--- config.mk ---
export PLATFORM = sky130hd
export DESIGN_NAME = ttgs_regs
export DESIGN_NICKNAME = d
export VERILOG_FILES = /design/src/rtl/ttgs_pkg.sv /design/src/rtl/ttgs_regs.sv
export SDC_FILE = /design/constraint.sdc
export NUM_CORES = 1
export LEC_CHECK = 0
export BUFFER_PORTS_ARGS = -buffer_cell sky130_fd_sc_hd__buf_2
export CORE_MARGIN = 2
export CORE_UTILIZATION = 27
export CTS_CLUSTER_SIZE = 30
export DETAILED_ROUTE_END_ITERATION = 16
export GPL_ROUTABILITY_DRIVEN = 0
export RECOVER_POWER = 100
export SLEW_MARGIN = 20
export SYNTH_ARGS = -nofsm -noshare
export SYNTH_HDL_FRONTEND = slang
export SYNTH_SLANG_ARGS = --single-unit
--- constraint.sdc ---
create_clock -name clk -period 1.1 [get_ports clk]
set_input_delay 0 -clock clk [delete_from_list [all_inputs] [get_ports clk]]
set_output_delay 0 -clock clk [all_outputs]
set_load 0.01 [all_outputs]
--- src/rtl/ttgs_pkg.sv ---
// Shared types, constants and register codes of the two-type token Gibbs sampler.
package ttgs_pkg;

  // Fixed field widths of the input and result transfers.
  localparam int SAMPLE_W = 10;
  localparam int POS_W    = 6;
  localparam int TERM_W   = 12;
  localparam int CLASS_W  = 3;
  localparam int FRAC_W   = 16;

  // Count widths and saturation limits.
  localparam int CNT_W  = 17;
  localparam int SCNT_W = 7;
  localparam logic [CNT_W-1:0]  CNT_MAX  = '1;
  localparam logic [SCNT_W-1:0] SCNT_MAX = '1;

  // Configuration register widths and map.
  localparam int HYP_W   = 16;
  localparam int VOCAB_W = 13;
  localparam int PADDR_W = 5;
  localparam int PDATA_W = 32;

  localparam logic [2:0] REG_BETA_BKG   = 3'd0;
  localparam logic [2:0] REG_BETA_CLS   = 3'd1;
  localparam logic [2:0] REG_GAMMA_BKG  = 3'd2;
  localparam logic [2:0] REG_GAMMA_CLS  = 3'd3;
  localparam logic [2:0] REG_VOCAB_SIZE = 3'd4;

  localparam logic [HYP_W-1:0]   BETA_RST  = 16'd26;
  localparam logic [HYP_W-1:0]   GAMMA_RST = 16'd256;
  localparam logic [VOCAB_W-1:0] VOCAB_RST = 13'd4096;

  // Command codes.
  localparam logic CMD_INIT     = 1'b0;
  localparam logic CMD_RESAMPLE = 1'b1;

  // Default sizes of the stores.
  localparam int NUM_CLASSES_DEF = 8;
  localparam int VOCAB_SIZE_DEF  = 4096;
  localparam int NUM_SAMPLES_DEF = 1024;
  localparam int MAX_TERMS_DEF   = 64;

  // Wide multiplier operand widths.
  localparam int MA_W = 64;
  localparam int MB_W = 32;
  localparam int MP_W = MA_W + MB_W;

  typedef struct packed {
    logic [HYP_W-1:0]   beta_bkg;
    logic [HYP_W-1:0]   beta_cls;
    logic [HYP_W-1:0]   gamma_bkg;
    logic [HYP_W-1:0]   gamma_cls;
    logic [VOCAB_W-1:0] vocab_size;
  } ttgs_cfg_t;

endpackage

--- src/rtl/ttgs_regs.sv ---
// Configuration register file behind the APB-style port.
module ttgs_regs
  import ttgs_pkg::*;
(
  input  logic               clk,
  input  logic               rst_n,
  input  logic               cfg_psel,
  input  logic               cfg_penable,
  input  logic               cfg_pwrite,
  input  logic [PADDR_W-1:0] cfg_paddr,
  input  logic [PDATA_W-1:0] cfg_pwdata,
  output logic [PDATA_W-1:0] cfg_prdata,
  output logic               cfg_pready,
  output ttgs_cfg_t          cfg_o
);

  ttgs_cfg_t   cfg_r;
  logic [2:0]  reg_idx;
  logic        wr_en;

  assign cfg_pready = 1'b1;
  assign reg_idx    = cfg_paddr[PADDR_W-1:2];
  assign wr_en      = cfg_psel && cfg_penable && cfg_pwrite && cfg_pready;
  assign cfg_o      = cfg_r;

  always_ff @(posedge clk) begin
    if (!rst_n) begin
      cfg_r.beta_bkg   <= BETA_RST;
      cfg_r.beta_cls   <= BETA_RST;
      cfg_r.gamma_bkg  <= GAMMA_RST;
      cfg_r.gamma_cls  <= GAMMA_RST;
      cfg_r.vocab_size <= VOCAB_RST;
    end else if (wr_en) begin
      case (reg_idx)
        REG_BETA_BKG:   cfg_r.beta_bkg   <= cfg_pwdata[HYP_W-1:0];
        REG_BETA_CLS:   cfg_r.beta_cls   <= cfg_pwdata[HYP_W-1:0];
        REG_GAMMA_BKG:  cfg_r.gamma_bkg  <= cfg_pwdata[HYP_W-1:0];
        REG_GAMMA_CLS:  cfg_r.gamma_cls  <= cfg_pwdata[HYP_W-1:0];
        REG_VOCAB_SIZE: cfg_r.vocab_size <= cfg_pwdata[VOCAB_W-1:0];
        default: ;
      endcase
    end
  end

  always_comb begin
    case (reg_idx)
      REG_BETA_BKG:   cfg_prdata = PDATA_W'(cfg_r.beta_bkg);
      REG_BETA_CLS:   cfg_prdata = PDATA_W'(cfg_r.beta_cls);
      REG_GAMMA_BKG:  cfg_prdata = PDATA_W'(cfg_r.gamma_bkg);
      REG_GAMMA_CLS:  cfg_prdata = PDATA_W'(cfg_r.gamma_cls);
      REG_VOCAB_SIZE: cfg_prdata = PDATA_W'(cfg_r.vocab_size);
      default:        cfg_prdata = '0;
    endcase
  end

endmodule

Word level (Yosys, flattened, before mapping):

Index checks and enable logic that the tools add are counted.
W data, S select, Z words.

* input bits: 42
* output and inout port bits: 110
* flip-flop bits (word level): 77

* reductions and logical operators: 8
* equality and inequality tests: 4
* muxes and demuxes: 1

Operators by type and width (number)
* $pmux W16 S5: 1
* $reduce_and A2 Y1: 5
* $eq A3 B2 Y1 const B: 2
* $eq A3 B1 Y1 const B: 1
* $eq A3 B3 Y1 const B: 1
* $logic_not A3 Y1: 1
* $logic_and A1 B1 Y1: 2

Longest topological paths before layout:

Gate-level depths: netlist of the first run.

* depth in word-level cells: 3
* depth in mapped cells: 6
* depth with buffers taken out: 3

Worst setup path before layout of the first run:

No wires, ideal clock.

* path kind: input-to-reg
* start point: in cfg_paddr[3]
* end point: reg cfg_r (netlist bit cfg_o[34])
* slack: 0.025 ns
* cell stages on the path: 5
* arrival time: 1.004 ns
* data required time: 1.028 ns
* cell sequence: buf_4 -> inv_1 -> nor3_4 -> buf_6 -> mux2i_1

* word-level cells in the longest chain between the ends: 2

RTL lines
* start: declaration: line ttgs_regs.sv:10 `input logic [PADDR_W-1:0] cfg_paddr,`
* $eq A3 B2 Y1: line ttgs_regs.sv:34 `case (reg_idx)`
* $reduce_and A2 Y1 (no source line)
* end: declaration: line ttgs_regs.sv:17 `ttgs_cfg_t cfg_r;`

Every way passes these cells.
A chain may end at the register's enable or synchronous reset.

Worst setup path after layout of the first run:

* start point: reg cfg_r (netlist bit cfg_o[26])
* end point: out cfg_prdata[13]

* word-level cells in the longest chain between the ends: 1

RTL lines
* $pmux W16 S5: line ttgs_regs.sv:46 `case (reg_idx)`
* end: declaration: line ttgs_regs.sv:12 `output logic [PDATA_W-1:0] cfg_prdata,`

Every way passes these cells.

==> results.cfg, run 1 <==
[outcome]
status = complete, but fails checks
violations = setup timing

[worst_setup_path]
crit_path_max_fanout = 2
crit_required_ns = 1.10
cp.arrival_ns = 1.39
cp-start-kind = register
crit_type = register to output pin
end_kind = output pin
reg2regPathDepth = 4

[global_routing]
antenna_found_initial = 0
grt_util_all_layers = 0.167
grt_first_pass_wirelength_mm = 18.5
grt_pass1_vias = 3323
grt_max_degree = 42
grt_overflow_total = 0

[synthesis]
synth-edff-count = 0
synth_top_flop_cell = dfxtp_1
ys_types = 30
synthArstFlopShare = 0
ys_ff_latch = 77
seq_area_frac_synth = 0.421
netlist_area_um2 = 3660
syn_area_per_cell_um2 = 9.68
ys_warn_count = 0
syn_inst = 378

[clocking]
cts_buffers = 9
cts_tree = yes
clkLatencyLatePin_ns = 0.34
path_clk_slew_ns = 0.06
cts_root_buf = clkbuf_16
cts-htree-levels = 3
clock_sink_count = 77
clock_path_buffers = 2

[sta]
worst_pin_slew_ns = 0.551
setup_ws_ns = -0.286
finalHoldViolCount = 0
period_minus_slack_ns = 1.39
whs_ns = 0.0139
fmax_ghz = 0.722
period_share = 1.26
slew_headroom = 0.633
grt_setup_unrepaired = yes
clock_skew_ns = 0
slew_viol_final = 0
finalSetupViolCount = 16

[floorplanning]
start_util = 0.276
dieHeight_um = 120
die_width_um = 120
rows = 42
dieArea_um2 = 14500
core_um2 = 13200
io-pin-count = 152

[routing]
antenna_left = 0
drt_iter0_drc = 200
wl_per_cell_um = 16.9
wl_mm = 12.2
vias_per_cell = 4.70
drt-pass1-iter-count = 4
drc = 0
via_count = 3392

[hold_path]
whs_path_depth = 3
hp-class = input pin to register

[power]
power_w = 0.00620
power_leakage_nw = 2.07
peakVddDrop_mv = 0.668
power_density_nw_per_um2 = 1220

[final_layout]
mostFrequentLayoutCells = nand2_1 (85), mux2i_1 (72), clkbuf_1 (70)
syn2layout_area_growth_pct = 38.6
layout.cells.non_filler = 722
diodes = 0
largest_reg_flops = 77
layout_commonest_cell = nand2_1
layout-drive-gt1-share = 0.332
nets = 583

[run]
maxCapViolCount = 0

[placed_design]
dp_hpwl_mm = 8.92
dp_slack_ns = -0.0858
dp.cells = 680
port_buffers = 116
kinds of logic (layout without fill, tap and decap cells):
kind of cell,after synthesis,in the layout,share of synthesized area
buffers and inverters,54,207,0.0917
and+or+nand+nor,113,113,0.142
other,2,17,0.00205
DFF,77,77,0.421
AOI/OAI and AO/OA,44,44,0.0875
muxes,88,88,0.255
layer usage:
metal,track usage,up-vias,share of wire
met5,0,-,0
met4,0.0552,0,0.014
met2,0.267,124,0.48
met1,0.214,1643,0.44
li1,-,1611,-
met3,0.0500,14,0.069
Yosys cell counts, drive strengths merged (3+ instances only):
master  instances  area, um2
and3            3       28.8
o22ai          13       81.3
nor2b          12       75.1
buf            33        256
nand2          85        319
mux2i          72        721
nand4           3       18.8
inv             6       22.5
dfxtp          77       1540
a22oi          24        180
nand3           3       15.0
mux4            3       67.6
nor3            3       31.3
clkbuf         15       56.3
mux2           13        146
o211ai          5       47.5
through the flow:
| stage | setup TNS (ns) | util | cell area [um2] |
|---|---|---|---|
| finish | -3.60 | 0.383 | 5070 |
| CTS | -3.62 | 0.395 | 5230 |
| floorplan | 0 | - | 3710 |
| global route | -4.65 | 0.383 | 5070 |
| detailed placement | -2.19 | 0.350 | 4630 |
| global placement | -1.00 | 0.350 | 4630 |
repair_timing:
action                                  in CTS  in global routing
pin swaps                                    9                  6
endpoints found under the setup margin      16                 16
setup buffers                               17                  2
gates resized for setup                     45                 12
endpoints found under the hold margin       19                  0
hold buffers                                 7                  0
worst max-delay path: stages (launching register included):
cell	delay (ns)
dfxtp_1	0.32
mux4_2	0.46
nor2b_4	0.14
buf_6	0.12
report_power, final:
group / switching [W] / total (W) / internal [W]
clock network: 0.00117 / 0.00281 / 0.00164
registers: 0.0000169 / 0.00283 / 0.00281
logic: 0.000345 / 0.000560 / 0.000215
total: 0.00153 / 0.00620 / 0.00467
layout make-up:
type                    instances  area, um2
flip-flops and latches         77       1570
inverters                       6       22.5
repair buffers                185       1060
fillers                      1364       8170
well taps                     176        220
clock buffers                  12        256
clock inverters                 4       22.5
multi-input cells             262       1920
final timing paths:
kind | from | end | slack, ns
setup / recovery | cfg_o[26]$_SDFFE_PN0P_ | cfg_prdata[13] | -0.29
setup reg to reg | cfg_o[31]$_SDFFE_PN0P_ | cfg_o[31]$_SDFFE_PN0P_ | 0.31
hold / removal | cfg_pwdata[15] | cfg_o[76]$_SDFFE_PN0P_ | 0.01
hold reg to reg | cfg_o[24]$_SDFFE_PN0P_ | cfg_o[24]$_SDFFE_PN0P_ | 0.46
Note: power is estimated with default switching activity, not from simulation.
==> run 2: changes to the inputs <==
--- a/config.mk
+++ b/config.mk
@@ -5,11 +5,11 @@
 export SDC_FILE = /design/constraint.sdc
 export NUM_CORES = 1
 export LEC_CHECK = 0
-export BUFFER_PORTS_ARGS = -buffer_cell sky130_fd_sc_hd__buf_2
 export CORE_MARGIN = 2
 export CORE_UTILIZATION = 27
 export CTS_CLUSTER_SIZE = 30
 export DETAILED_ROUTE_END_ITERATION = 16
+export DONT_BUFFER_PORTS = 1
 export GPL_ROUTABILITY_DRIVEN = 0
 export RECOVER_POWER = 100
 export SLEW_MARGIN = 20
==> constraint.sdc (replaced) <==
create_clock -name clk -period 1.1 [get_ports clk]
set_input_delay 0 -clock clk [delete_from_list [all_inputs] [get_ports clk]]
set_output_delay 0 -clock clk [all_outputs]
set_load 0.005 [all_outputs]
==> run 2 against run 1 <==
Against the previous run: the run ends with hold timing, setup timing left; clock power increased by 38%; cell count decreased by 22%; maximum frequency rose by 6.0%; clock skew did not move; utilization fell by 5.6 points; register-to-register slack barely moved; die area stayed put; setup slack gained 0.079 ns; critical path type unchanged.
==> results.cfg, run 2 (synthesis results as in run 1) <==
[outcome]
status = complete, but fails checks
violations = hold timing, setup timing

[placed_design]
dp.cells = 540
dp_hpwl_mm = 7.66
port_buffers = 0

[sta]
setup_tns_ns = -1.80
finalHoldViolCount = 77
clock_skew_ns = 0
period_minus_slack_ns = 1.31
setup_ws_ns = -0.207
finalSetupViolCount = 16
slew_headroom = 0.581
worst_pin_slew_ns = 0.629
slew_viol_final = 0
whs_ns = -0.198
fmax_ghz = 0.765
period_share = 1.19
grt_setup_unrepaired = yes

[final_layout]
final_core_util = 0.327
layout-drive-gt1-share = 0.206
multi_input_area_um2 = 1980
layout.cells.non_filler = 560
layout_commonest_cell = nand2_1
mostFrequentLayoutCells = nand2_1 (85), mux2i_1 (72), dfxtp_1 (70)
largest_reg_flops = 77
nets = 421
fill_cells = 1388
diodes = 0
syn2layout_area_growth_pct = 18.3
seq_area_um2 = 1550

[hold_path]
hp-class = input pin to register

[run]
maxCapViolCount = 0

[clocking]
clock_sink_count = 77
cts_buffers = 9
clock_path_buffers = 2
post_cts_hold_buffer_count = 4
cts_tree = yes
cts-htree-levels = 3
cts_root_buf = clkbuf_16
clkLatencyLatePin_ns = 0.33
path_clk_slew_ns = 0.06

[worst_setup_path]
end_kind = output pin
crit_path_max_fanout = 3
cp-start-kind = register
cp.arrival_ns = 1.31
crit_type = register to output pin
crit_required_ns = 1.10

[global_routing]
grt_overflow_total = 0
grt_max_degree = 97
grt_first_pass_wirelength_mm = 17.5
antenna_found_initial = 0
grt_pass1_vias = 2967
grt_util_all_layers = 0.160

[floorplanning]
dieHeight_um = 120
dieArea_um2 = 14500
start_util = 0.276
rows = 42
io-pin-count = 152
die_width_um = 120
core_um2 = 13200

[power]
pwr-share-comb = 0.038
switching_share = 0.198
intPower_w = 0.00560
p_seq_frac = 0.406
power.switching_w = 0.00138
peakVddDrop_mv = 0.689
clkPwrFrac = 0.556
power_density_nw_per_um2 = 1610
power_leakage_nw = 1.56

[routing]
vias_per_cell = 5.04
antenna_left = 0
via_count = 2821
wl_mm = 11.4
drc = 0
drt_iter0_drc = 156
wl_per_cell_um = 20.4
drt-pass1-iter-count = 6
==> run 2: cell count changes in the layout (fill, tap and decap cells not counted), moves of 5 or more <==
cell	delta
buf_4	-35
clkbuf_1	-63
o22ai_1	-8
buf_2	-48
dfxtp_2	-16
o22ai_2	+8
dfxtp_1	+16
clkbuf_2	-5
bufinv_16	+5
==> run 2: worst paths after layout <==
| check | startpoint | endpoint | slack [ns] | cells past startpoint |
|---|---|---|---|---|
| max | cfg_o[26]$_SDFFE_PN0P_ | cfg_prdata[13] | -0.21 | 2 |
| min | rst_n | cfg_o[26]$_SDFFE_PN0P_ | -0.20 | 2 |
| max reg2reg | cfg_o[46]$_SDFFE_PN1P_ | cfg_o[46]$_SDFFE_PN1P_ | 0.31 | 3 |
| min reg2reg | cfg_o[28]$_SDFFE_PN0P_ | cfg_o[28]$_SDFFE_PN0P_ | 0.48 | 2 |
==> run 2: worst max-delay path: stages, from the launching register on <==
cell and delay (ns):
dfxtp_2 0.34, mux4_2 0.48, nor2b_4 0.15
==> run 2: cell type report <==
cell class	count	area share
multi-input cells	262	0.458
flip-flops and latches	77	0.358
clock buffers	10	0.0529
well taps	176	0.0509
repair buffers	23	0.0382
clock inverters	6	0.0367
inverters	6	0.00520
==> run 2: repair_timing <==
action / 4_1_cts / 5_1_grt
setup endpoints to repair: 16 / 16
pin swaps: 13 / 5
buffers inserted: 0 / 0
endpoints found under the hold margin: 77 / 77
gates resized for setup: 49 / 19
==> run 2: routing by layer <==
layer	routed length, um	share of wire	vias to the layer above	track usage
met5	0	0	-	0
met4	150	0.013	0	0.0523
met3	923	0.081	12	0.0618
met2	5630	0.49	119	0.263
met1	4730	0.41	1404	0.192
li1	-	-	1286	-
==> run 2: stage by stage <==
stage	cell area, um2	total power, W	hold WS [ns]	setup WS (ns)
final	4330	0.00699	-0.198	-0.207
after global routing	4330	0.00723	-0.231	-0.241
after CTS	4380	0.00707	-0.280	-0.211
after detailed placement	3820	0.00314	0.0340	-0.0289
after global placement	3820	0.00313	0.0376	0.00224
after floorplan	3710	0.00319	0.162	0.0247
==> run 2: power groups by stage <==
| stage | sequential (W) | clock [W] | combinational [W] |
|---|---|---|---|
| after floorplan | 0.00289 | 0 | 0.000306 |
| after global placement | 0.00290 | 0 | 0.000238 |
| after detailed placement | 0.00290 | 0 | 0.000244 |
| after CTS | 0.00283 | 0.00397 | 0.000267 |
| after global routing | 0.00284 | 0.00410 | 0.000293 |
| final | 0.00283 | 0.00388 | 0.000267 |
==> run 3: changes to the inputs <==
--- a/config.mk
+++ b/config.mk
@@ -6,13 +6,13 @@
 export NUM_CORES = 1
 export LEC_CHECK = 0
 export CORE_MARGIN = 2
-export CORE_UTILIZATION = 27
+export CORE_UTILIZATION = 41
 export CTS_CLUSTER_SIZE = 30
 export DETAILED_ROUTE_END_ITERATION = 16
 export DONT_BUFFER_PORTS = 1
 export GPL_ROUTABILITY_DRIVEN = 0
 export RECOVER_POWER = 100
-export SLEW_MARGIN = 20
+export SLEW_MARGIN = 10
 export SYNTH_ARGS = -nofsm -noshare
 export SYNTH_HDL_FRONTEND = slang
 export SYNTH_SLANG_ARGS = --single-unit
==> run 3 against run 2 <==
Against the previous run: the flow still finishes with violations (hold timing, setup timing); largest power group is now registers; clock skew is the same; highest routed layer unchanged; critical endpoint is now cfg_prdata[15]; count of clock-buffer cells in the layout grew 1; global-route usage grew 4.1 points.
==> results.cfg, run 3 (synthesis results as in run 1) <==
[outcome]
status = complete, but fails checks
violations = hold timing, setup timing

[hold_path]
min_from = rst_n
hp-class = input pin to register

[worst_setup_path]
slowest_delay_ns = 0.47
startpoint = cfg_o[28]$_SDFFE_PN0P_
cp-endpoint = cfg_prdata[15]
cp-start-kind = register
crit_path_max_fanout = 3
ff2ff_setup_slack_ns = 0.39
end_kind = output pin
crit_required_ns = 1.10
r2r_end = cfg_o[62]$_SDFFE_PN1P_
crit_path_top_delay_cell = mux4_2
crit_chain = mux4_2 -> nor2b_4
r2r-start = cfg_o[62]$_SDFFE_PN1P_
crit_type = register to output pin
cp.arrival_ns = 1.29
reg2regPathDepth = 2

[clocking]
cts-htree-levels = 3
clock_sink_count = 77
cts_setup_buffers = 0
path_clk_slew_ns = 0.08
cts_root_buf = clkbuf_8
clkLatencyLatePin_ns = 0.33
cts_buffers = 9
post_cts_hold_buffer_count = 4
clock_path_buffers = 2
cts_tree = yes

[floorplanning]
core_um2 = 8680
dieHeight_um = 98.5
die_width_um = 98.5
dieArea_um2 = 9690
io-pin-count = 152
rows = 34
start_util = 0.422

[routing]
via_count = 2703
wl_met1_mm = 4.15
wl_mm = 9.66
wl_per_cell_um = 19.7
drt-pass1-iter-count = 4
met3_length_um = 713
wl_met2_mm = 4.74
top_layer = met4
vias_per_cell = 5.52
drt_iter0_drc = 120
drc = 0
antenna_left = 0

[final_layout]
syn2layout_area_growth_pct = 11.7
largest_reg_flops = 77
fin_area_um2 = 4090
layout-drive-gt1-share = 0.212
mostFrequentLayoutCells = nand2_1 (85), mux2i_1 (72), dfxtp_1 (67)
diodes = 0
layout_commonest_cell = nand2_1
layout.cells.non_filler = 490
nets = 420

[sta]
fmax_ghz = 0.773
slew_headroom = 0.571
finalHoldViolCount = 77
clock_skew_ns = 0
worst_pin_slew_ns = 0.643
whs_ns = -0.213
finalSetupViolCount = 16
grt_setup_unrepaired = yes
period_minus_slack_ns = 1.29
setup_tns_ns = -1.67
setup_ws_ns = -0.193
period_share = 1.18
slew_viol_final = 0

[placed_design]
port_buffers = 0
dp.cells = 471
place_area_um2 = 3740
dp_slack_ns = 0.0917
dp_hpwl_mm = 6.47

[global_routing]
grt_max_degree = 97
grt_first_pass_wirelength_mm = 15.3
grt_util_all_layers = 0.202
antenna_found_initial = 0
grt_pass1_vias = 2745
grt_overflow_total = 0

[run]
maxCapViolCount = 0

[power]
peakVddDrop_mv = 0.739
power_density_nw_per_um2 = 1320
power_leakage_nw = 1.52
power_w = 0.00541
-- run 3: metrics by stage --
step / hold slack, ns / util
4_1_cts: -0.273 / 0.476
6_report: -0.213 / 0.471
3_5_place_dp: 0.0361 / 0.431
3_3_place_gp: 0.0376 / 0.431
2_1_floorplan: 0.162 / -
5_1_grt: -0.241 / 0.471
-- run 3: timing repair --
item                                    in CTS  in global routing
cloned                                       0                  0
hold endpoints to repair                    77                 77
pin swaps                                   15                  4
gates resized for setup                     54                 18
endpoints found under the setup margin      16                 16
-- run 3: how the worst min path moves through the flow --
stage | to | slack (ns) | depth (start not counted)
2_1_floorplan | cfg_o[62]$_SDFFE_PN1P_ | 0.16 | 2
3_3_place_gp | cfg_prdata[15] | 0.04 | 1
3_5_place_dp | cfg_prdata[15] | 0.04 | 1
4_1_cts | cfg_o[49]$_SDFFE_PN1P_ | -0.27 | 1
5_1_grt | cfg_o[49]$_SDFFE_PN1P_ | -0.24 | 1
6_report | cfg_o[62]$_SDFFE_PN1P_ | -0.21 | 1
-- run 3: layout make-up --
| type | count | area, um2 |
|---|---|---|
| multi-input combinational | 262 | 1980 |
| timing repair buffer | 22 | 179 |
| fill | 845 | 4590 |
| sequential | 77 | 1550 |
| clock buffer | 11 | 141 |
| tap | 108 | 135 |
| inverter | 6 | 22.5 |
| clock inverter | 4 | 72.6 |
-- run 3: power breakdown --
part	switching (W)	internal, W
registers	0.0000235	0.00281
logic	0.000144	0.000115
clock network	0.000999	0.00133
-- run 3: worst max-delay path, delay by kind of cell, from the launching register on --
family | cells | cell delay [ns]
simple gates | 1 | 0.14
mux | 1 | 0.47
flops | 1 | 0.34
-- run 3: metal layers --
metal | GRT usage | up-vias
met3 | 0.0652 | 4
li1 | - | 1287
met4 | 0.0432 | 0
met1 | 0.263 | 1310
met2 | 0.329 | 102
met5 | 0 | -
